### config.mk
export PLATFORM = sky130hd
export DESIGN_NAME = modular_exponentiation
export DESIGN_NICKNAME = d
export VERILOG_FILES = /design/src/design/mexp_pkg.sv /design/src/design/modular_exponentiation.sv
export SDC_FILE = /design/constraint.sdc
export NUM_CORES = 1
export LEC_CHECK = 0
export BUFFER_PORTS_ARGS = -buffer_cell sky130_fd_sc_hd__buf_2
export CORE_ASPECT_RATIO = 0.9
export CORE_MARGIN = 5
export CORE_UTILIZATION = 54
export CTS_CLUSTER_DIAMETER = 50
export CTS_CLUSTER_SIZE = 24
export DETAILED_ROUTE_END_ITERATION = 8
export PLACE_DENSITY = 0.79
export SLEW_MARGIN = 15
export SYNTH_ARGS = -nofsm -noshare
export SYNTH_HDL_FRONTEND = slang
export SYNTH_SLANG_ARGS = --single-unit
### constraint.sdc
create_clock -name clk -period 21 [get_ports clk]
set_input_delay 4.2 -clock clk [delete_from_list [all_inputs] [get_ports clk]]
set_output_delay 4.2 -clock clk [all_outputs]
set_load 0.1 [all_outputs]
### src/design/mexp_pkg.sv
`default_nettype none
package mexp_pkg;
  localparam int unsigned WIDTH = 32;
  localparam int unsigned CNT_W = $clog2(WIDTH + 1);
  localparam logic [WIDTH-1:0] MODULUS_RESET = WIDTH'(32'd1000000007);
endpackage
`default_nettype wire

### src/design/modular_exponentiation.sv
// Modular exponentiation, base ** exponent mod modulus, by right-to-left
// square-and-multiply. Pulse start with base and exponent while busy is
// low. For a nonzero exponent busy rises on the next cycle and falls
// as power_mod is presented with done high for exactly one cycle. The
// receiver cannot stall, so capture the word whenever done is high. An
// exponent of zero gives 1 (even for modulus 1). A modulus of zero acts as 2**32.
// One shared shift-and-add modular multiplier does every product, one
// multiplier bit per cycle, with a dispatch step between products. The base
// is first reduced by a bit-serial remainder that runs on the same unit.
// Each set exponent bit then costs one product, and each bit below the top
// set bit costs one squaring. Smaller exponents finish sooner: the cost
// follows the top set bit and the number of set bits. A zero exponent
// raises done in the cycle right after start is accepted, and busy stays
// low. Write modulus (modulus_we / modulus_wdata) only while busy is low.
`default_nettype none
module modular_exponentiation
  import mexp_pkg::*;
(
  input  wire logic             clk,
  input  wire logic             rst,
  input  wire logic             start,
  input  wire logic [31:0]      base,
  input  wire logic [31:0]      exponent,
  output logic                  busy,
  output logic                  done,
  output logic [31:0]           power_mod,
  input  wire logic             modulus_we,
  input  wire logic [31:0]      modulus_wdata
);

  typedef enum logic [2:0] {
    S_IDLE, S_RED, S_MUL, S_SQR, S_NEXT
  } state_t;

  state_t           state;
  logic [WIDTH-1:0] modulus;
  logic [WIDTH-1:0] sq, acc, ebits;
  logic [WIDTH-1:0] ma, mb, r;   // shared unit: r = ma*mb mod m (or remainder)
  logic [CNT_W-1:0] cnt;

  // One step of r = 2r + bit*ma (mod m), values kept below m; m==0 means 2^W.
  logic [WIDTH:0]   dbl, dsum;
  logic [WIDTH-1:0] r_dbl, r_add;
  logic             mz;
  logic             mbit;

  assign mz   = (modulus == '0);
  assign mbit = mb[WIDTH-1];
  always_comb begin
    dbl   = {r, 1'b0};
    if (!mz && dbl >= {1'b0, modulus}) dbl = dbl - {1'b0, modulus};
    r_dbl = dbl[WIDTH-1:0];
    dsum  = {1'b0, r_dbl} + {1'b0, ma};
    if (!mz && dsum >= {1'b0, modulus}) dsum = dsum - {1'b0, modulus};
    r_add = dsum[WIDTH-1:0];
  end

  always_ff @(posedge clk) begin
    if (rst) begin
      state   <= S_IDLE;
      busy    <= 1'b0;
      done    <= 1'b0;
      modulus <= MODULUS_RESET;
    end else begin
      done <= 1'b0;
      if (modulus_we) modulus <= modulus_wdata[WIDTH-1:0];
      unique case (state)
        S_IDLE: begin
          if (start) begin
            ebits <= exponent[WIDTH-1:0];
            if (exponent[WIDTH-1:0] == '0) begin
              power_mod <= 32'd1;
              done      <= 1'b1;
            end else begin
              // base mod m as 1*base: multiplier bits = base, addend = 1 mod m
              busy  <= 1'b1;
              acc   <= (modulus == WIDTH'(1)) ? '0 : WIDTH'(1);
              ma    <= (modulus == WIDTH'(1)) ? '0 : WIDTH'(1);
              mb    <= base[WIDTH-1:0];
              r     <= '0;
              cnt   <= CNT_W'(WIDTH);
              state <= S_RED;
            end
          end
        end
        S_RED, S_MUL, S_SQR: begin
          r   <= mbit ? r_add : r_dbl;
          mb  <= {mb[WIDTH-2:0], 1'b0};
          cnt <= cnt - 1'b1;
          if (cnt == CNT_W'(1)) begin
            priority case (state)
              S_RED: sq  <= mbit ? r_add : r_dbl;
              S_MUL: acc <= mbit ? r_add : r_dbl;
              default: sq <= mbit ? r_add : r_dbl;
            endcase
            state <= S_NEXT;
          end
        end
        S_NEXT: begin
          // dispatch: multiply acc by sq if bit set, else square or finish
          if (ebits == '0) begin
            power_mod <= 32'(acc);
            done      <= 1'b1;
            busy      <= 1'b0;
            state     <= S_IDLE;
          end else begin
            r   <= '0;
            cnt <= CNT_W'(WIDTH);
            mb  <= sq;
            if (ebits[0]) begin
              ma       <= acc;
              ebits[0] <= 1'b0;
              state    <= S_MUL;
            end else begin
              ma    <= sq;
              ebits <= ebits >> 1;
              if ((ebits >> 1) == '0) begin
                power_mod <= 32'(acc);
                done      <= 1'b1;
                busy      <= 1'b0;
                state     <= S_IDLE;
              end else begin
                state <= S_SQR;
              end
            end
          end
        end
        default: state <= S_IDLE;
      endcase
    end
  end

endmodule
`default_nettype wire

-- Yosys cells after proc, flatten, opt, wreduce, memory -nomap -nowiden
Cells that the tools add are included.
- bits of input ports: 100
- bits in registers: 267
- logic and storage cells: 111
- output and inout bits: 34
- reductions and logical operators: 21
- eq/ne operators: 15
- mux-type cells: 54
- $lt $le $gt $ge: 2
- bitwise operators: 2
- $add $sub $neg: 4
- operators with widths (kind ; number):
    $mux W32 ; 22
    $pmux W32 S2 ; 4
    $pmux W32 S3 ; 2
    $logic_not A32 Y1 ; 4
    $ge A33 B32 Y1 ; 2
    $sub A32 B32 Y32 ; 2
    $add A32 B32 Y33 ; 1
    $eq A32 B1 Y1 const B ; 1
    $mux W31 ; 1
    $reduce_and A5 Y1 ; 4
    $mux W6 ; 3
    $pmux W6 S3 ; 1
    $ne A2 B2 Y1 const B ; 7
    $mux W1 ; 12
    $reduce_and A6 Y1 ; 2
    $mux W3 ; 3
    $pmux W3 S3 ; 1
    $reduce_and A4 Y1 ; 2
    $eq A3 B2 Y1 const B ; 2
    $eq A6 B1 Y1 const B ; 1
    $mux W2 ; 3
    $ne A3 B3 Y1 const B ; 2
    $sub A6 B1 Y6 const B ; 1
    $pmux W1 S2 ; 2
    other kinds (10) ; 13

-- Depth between registers and ports, before layout
Gate-level depths: netlist of the first run.
- word-level depth: 12
- depth in mapped cells: 35
- depth with buffers taken out: 32

-- Worst setup path before layout of the first run
OpenSTA, ideal clock, no wires.
- kind: in2reg
- from: in rst
- to: reg sq[0] (enable)
- stages on the path: 2
- required time: 20.487 ns
- data arrival time: 7.757 ns
- path slack: 12.730 ns
- buffers on the path: 1
- cell sequence: clkbuf_1 -> nor4b_1
- longest elaborated chain between the ends: 2
- ends and longest elaborated chain (element ; RTL line ; source):
    start: declaration ; modular_exponentiation.sv:20 ; input wire logic rst,
    $not A1 Y1 (no line) ; n/a ;
    $reduce_and A4 Y1 (no line) ; n/a ;
    end signal: assignment ; modular_exponentiation.sv:92 ; S_RED: sq <= mbit ? r_add : r_dbl;
    end signal: assignment ; modular_exponentiation.sv:94 ; default: sq <= mbit ? r_add : r_dbl;
    end: declaration ; modular_exponentiation.sv:37 ; logic [WIDTH-1:0] sq, acc, ebits;
No other way between the ends.
A chain may end at the register's enable or synchronous reset.

-- Final worst setup path of the first run
- from: reg modulus[1]
- to: reg r[13] (data pin)
- longest elaborated chain between the ends: 10
- elaborated cells between the ends (all ways): 13
- classes of those cells: add/sub: 3; order compare: 2; mux: 4; reduce/logical: 4
- ends and longest elaborated chain (element ; RTL line ; source):
    start: declaration ; modular_exponentiation.sv:36 ; logic [WIDTH-1:0] modulus;
    start signal: assignment ; modular_exponentiation.sv:66 ; if (modulus_we) modulus <= modulus_wdata[WIDTH-1:0];
    branches (longest 8 deep; another with $ge A33 B32 Y1) ; n/a ;
    $mux W32 (*) ; modular_exponentiation.sv:87 ; r <= mbit ? r_add : r_dbl;
    $pmux W32 S3 (*) ; modular_exponentiation.sv:67 ; unique case (state)
    end signal: assignment ; modular_exponentiation.sv:87 ;
    end: declaration ; modular_exponentiation.sv:38 ; logic [WIDTH-1:0] ma, mb, r;
Every way passes the cells marked *.

==> out/qor.yml, run 1 <==
clock_tree:
  ctsHoldBuffers: 0
  cts_buffer_depth: 3
  cts_resized: 0
  clk_pin_slew_ns: 0.07
  root_buffer: "clkbuf_16"
  clk_latency_ns: 0.58
  postCtsSetupBuffers: 0
  clock_sinks: 267
  cts.htree.levels: 1
  cts_tree: "built"
  cts_buffers: 28
hold_path:
  hold_path.class: "reg -> reg"
yosys:
  netlist-cell-type-count: 85
  ys.flop_type: "edfxtp_1"
  synth_top_area_share_pct: 41.1
  synth_largest_area_cell: "edfxtp_1"
  async_flop_share_pct: 0
  synthCells: 1729
  ys.warnings.count: 0
  synth_area_leaders: "edfxtp_1 41%, ha_1 7.3%, nand2_1 4.7%"
  ys_ff_latch: 267
  ys_seq_area_share_pct: 45.5
  syn_nets: 1930
  synth_edf_count: 230
  syn_avg_cell_area_um2: 9.72
  netlist_area_mm2: 0.0168
drt:
  drtPass1Iterations: 5
  vias: 14177
  wl_mm: 51.5
  via_per_inst: 6.28
  drt-initial-drc-count: 1585
  ant_nets: 0
  drc_errors: 0
  wire_per_inst_um: 22.8
setup_path:
  setup.worst_path.end_class: "flip-flop"
  cpPeakStageDelay_ns: 0.73
  cp_slowest_cell: "nand2_1"
  critPathBufInv: 1
  crit_required_ns: 21.27
  crit_family: "compound AO/OA/AOI/OAI gates"
  crit_fanout: 23
  path_class: "reg -> reg"
  crit_arrival_ns: 9.60
  start_kind: "flip-flop"
die:
  die-height_um: 177
  start_util_pct: 54.5
  die_w_um: 196
  num_rows: 61
  dieArea_mm2: 0.0348
  design.core.area_mm2: 0.0308
  pin_count: 134
timing:
  setup_viol: 0
  fin_ws_ns: 11.66
  finClkSkew_ns: 0.0174
  fin_crit_sh_pct: 44.5
  fin_setup_tns_ns: 0
  rsz0062_at_grt: "no"
  holdWs_ns: 0.505
  fmax_mhz: 107
  max_slew_margin_pct: 23.9
  final_max_slew_viol_count: 0
  period_minus_slack_ns: 9.34
  hold_viol: 0
  worstMarginPinSlew_ns: 1.14
placed_design:
  placed_area_mm2: 0.0178
  gp_congestion: 1.03
  place_ws_ns: 11.90
  io_buffers: 133
  dp_hpwl_mm: 39.1
final_layout:
  drive_above_1_share_pct: 13.2
  final_area_mm2: 0.0188
  final_cell_mix: "230 x edfxtp_1, 208 x nand2_1, 182 x nor2_1"
  area_delta_synth_final_pct: 12.0
  finalNetCount: 2029
  mostFrequentLayoutCell: "edfxtp_1"
grt:
  overflow: 0
  grt_max_degree: 74
  grt_pass1_vias: 13312
  grt_antenna_before_repair: 0
  grt_pass1_wl_mm: 78.1
  gr-usage-all-layers_pct: 28.9
flow_run:
  cap_violations: 0
run_status:
  status: "finished, final reports clean"
-- cells in the mapped netlist, drive strengths merged (24+ instances only) --
library cell and number:
edfxtp 230, nand2 212, nor2 184, a21oi 120
ha 98, inv 81, clkbuf 65, mux2i 65
o21ai 65, xnor2 59, a21o 49, and3 46
dfxtp 37, nand3 32, a211oi 30, a31oi 29
o22ai 29, xor2 27, nor4 24
-- sequential cells by signal, indices dropped and copies added, names as in the netlist --
name / count
mb: 32
acc: 32
cnt: 6
done: 1
modulus: 32
power_mod: 32
state: 3
ma: 32
r: 32
sq: 32
ebits: 32
busy: 1
-- cells by family (layout without fill, tap and decap cells) --
logic type      count (synthesis)  in the layout  synth area share [%]
fa+ha+maj                     101            101                  7.65
other cells                     0              1                     0
xor+xnor                       86             86                  4.48
simple gates                  610            610                  16.8
buf+inv                       160            280                  3.86
flops                         267            267                  45.5
mux                            79             79                  4.81
compound gates                426            426                  16.9
-- cell type report --
type / instances / area, um^2
diodes: 1 / 2.50
clock buffers: 29 / 704
clock inverters: 22 / 303
fillers: 2609 / 12000
inverters: 82 / 308
multi-input cells: 1302 / 8580
flip-flops and latches: 267 / 7650
well taps: 409 / 512
repair buffers: 147 / 771
-- per-layer routing --
layer  global-route usage (%)  share of wire, %
met5                        0                 0
met4                     5.61               2.1
met3                     8.37                13
met2                     41.3                41
met1                     44.0                44
-- stage by stage --
stage / util [%] / std cells
detailed placement: 57.8 / 2207
CTS: 61.0 / 2258
global route: 61.1 / 2258
floorplan: - / 1729
finish: 61.1 / 2259
global placement: 57.8 / 2207
-- path summary, 6_finish.rpt --
path                                              start                      end  slack, ns  cells past startpoint
worst max-delay path            modulus[1]$_SDFFE_PP1P_      r[13]$_SDFFCE_PP0P_      11.66                     29
worst min-delay path            modulus[5]$_SDFFE_PP0P_  modulus[5]$_SDFFE_PP0P_       0.51                      2
worst max register to register  modulus[1]$_SDFFE_PP1P_      r[13]$_SDFFCE_PP0P_      11.66                     29
worst min register to register  modulus[5]$_SDFFE_PP0P_  modulus[5]$_SDFFE_PP0P_       0.51                      2
-- tightest hold or removal path, cell delays in order, from the launching register on --
cell and delay, ns:
dfxtp_1 0.33, mux2i_1 0.07, nor2_1 0.07
Power of run 1 is not shown: default switching activity piles up to over one toggle a cycle in this logic, so the estimate is an artifact.
==> inputs of run 2 (changes only) <==
clock period = 8.9 ns   (was 21 ns; I/O delays follow)
==> run 2 against run 1 <==
  * Die area stayed put
  * Critical path depth decreased by 1
  * First-iteration DRC count is 2.9% higher
  * Register-to-register slack worse by 11 ns
  * Non-clock buffer count increased by 9
  * Sequential share of layout area down 0.15 points
  * Setup slack lost 11 ns
  * Global-route usage decreased by 0.052 points
  * Critical path type unchanged
==> out/qor.yml, run 2 (synthesis gave the netlist of run 1 again) <==
drt:
  drt-initial-drc-count: 1631  # was 1585
  drc_errors: 0  # unchanged
  via_per_inst: 6.28  # about the same
  wl_mm: 51.6  # was 51.5 mm
  wire_per_inst_um: 22.7  # was 22.8 um
  drtPass1Iterations: 5  # unchanged
  ant_nets: 0  # unchanged
  vias: 14251  # was 14177
setup_path:
  setup.worst_path.end_class: "flip-flop"  # unchanged
  cp_slowest_cell: "or4_1"  # was nand2_1
  crit_arrival_ns: 8.90  # was 9.60 ns
  crit_fanout: 19  # was 23
  cpPeakStageDelay_ns: 0.57  # was 0.73 ns
  crit_required_ns: 9.27  # was 21.27 ns
  start_kind: "flip-flop"  # unchanged
  path_class: "reg -> reg"  # unchanged
timing:
  rsz0062_at_grt: "no"  # unchanged
  hold_viol: 0  # unchanged
  max_slew_margin_pct: 30.9  # was 23.9%
  fin_setup_tns_ns: 0  # unchanged
  worstMarginPinSlew_ns: 1.04  # was 1.14 ns
  fin_crit_sh_pct: 95.8  # was 44.5%
  setup_viol: 0  # unchanged
  fmax_mhz: 117  # was 107 MHz
  period_minus_slack_ns: 8.53  # was 9.34 ns
  finClkSkew_ns: 0.0370  # was 0.0174 ns
  final_max_slew_viol_count: 0  # unchanged
die:
  dieArea_mm2: 0.0348  # unchanged
  die_w_um: 196  # unchanged
  pin_count: 134  # unchanged
  die-height_um: 177  # unchanged
  num_rows: 61  # unchanged
  start_util_pct: 54.5  # unchanged
  design.core.area_mm2: 0.0308  # unchanged
grt:
  grt_pass1_wl_mm: 78.4  # was 78.1 mm
  grt_antenna_before_repair: 0  # unchanged
  grt_max_degree: 91  # was 74
  grt_pass1_vias: 13391  # was 13312
  gr-usage-all-layers_pct: 28.8  # was 28.9%
  overflow: 0  # unchanged
placed_design:
  placed_area_mm2: 0.0179  # was 0.0178 mm^2
  gp_congestion: 1.01  # was 1.03
  io_buffers: 133  # unchanged
  dp_hpwl_mm: 38.6  # was 39.1 mm
  placed_cells: 2216  # was 2207
final_layout:
  diodes: 0  # was 1
  finalNetCount: 2038  # was 2029
  mostFrequentLayoutCell: "edfxtp_1"  # unchanged
  drive_above_1_share_pct: 13.6  # was 13.2%
  final_cell_mix: "230 x edfxtp_1, 208 x nand2_1, 182 x nor2_1"  # unchanged
  fillCellCount: 2550  # was 2609
  final_area_mm2: 0.0189  # was 0.0188 mm^2
  finalNonFillerCells: 2268  # was 2259
  area_delta_synth_final_pct: 12.5  # was 12.0%
clock_tree:
  clock_sinks: 267  # unchanged
  clk_latency_ns: 0.60  # was 0.58 ns
  cts_buffers: 28  # unchanged
  ctsHoldBuffers: 0  # unchanged
  cts_buffer_depth: 3  # unchanged
  root_buffer: "clkbuf_16"  # unchanged
  cts.htree.levels: 1  # unchanged
  postCtsSetupBuffers: 0  # unchanged
  cts_tree: "built"  # unchanged
  clk_pin_slew_ns: 0.08  # was 0.07 ns
  cts_resized: 0  # unchanged
run_status:
  status: "finished, final reports clean"  # unchanged
hold_path:
  hold_path.class: "reg -> reg"  # unchanged
flow_run:
  cap_violations: 0  # unchanged
==> run 2: worst paths after layout <==
kind / start / to / slack (ns) / cells past startpoint
worst max-delay path: r[6]$_SDFFCE_PP0P_ / r[23]$_SDFFCE_PP0P_ / 0.37 / 28
worst min-delay path: modulus[3]$_SDFFE_PP0P_ / modulus[3]$_SDFFE_PP0P_ / 0.50 / 2
worst max register to register: r[6]$_SDFFCE_PP0P_ / r[23]$_SDFFCE_PP0P_ / 0.37 / 28
worst min register to register: modulus[3]$_SDFFE_PP0P_ / modulus[3]$_SDFFE_PP0P_ / 0.50 / 2
==> run 2: critical path: cells and delay by family, from the launching register on <==
family | cells | cell delay [ns]
AO/OA/AOI/OAI | 13 | 3.53
AND/OR/NAND/NOR | 10 | 2.45
adder cells (fa/ha/maj) | 3 | 1.16
flip-flops | 1 | 0.50
multiplexers | 1 | 0.42
buffers and inverters | 1 | 0.22
==> run 2: final cells by class <==
type	count	area (um^2)	area share, %
Inverter	82	308	1.63
Tap cell	409	512	2.71
Multi-Input combinational cell	1302	8580	45.4
Timing Repair Buffer	156	851	4.50
Clock inverter	23	297	1.57
Sequential cell	267	7650	40.5
Clock buffer	29	704	3.73
==> run 2: metal layers <==
layer  GRT usage, %  part of all wire, %  routed length (um)
met5          0.570                    0                   0
met4           5.29                  1.8                 951
met3           8.24                   13                6870
met2           41.4                   41               21000
met1           43.9                   44               22800
==> run 2: stage by stage <==
stage	worst slack, ns	utilization [%]	hold slack, ns
final	0.369	61.3	0.504
after floorplan	2.05	-	0.460
after CTS	0.641	61.3	0.506
after global routing	0.0648	61.3	0.541
after global placement	0.782	58.0	0.475
after detailed placement	0.689	58.0	0.492
Power of run 2 is left out for the same reason.
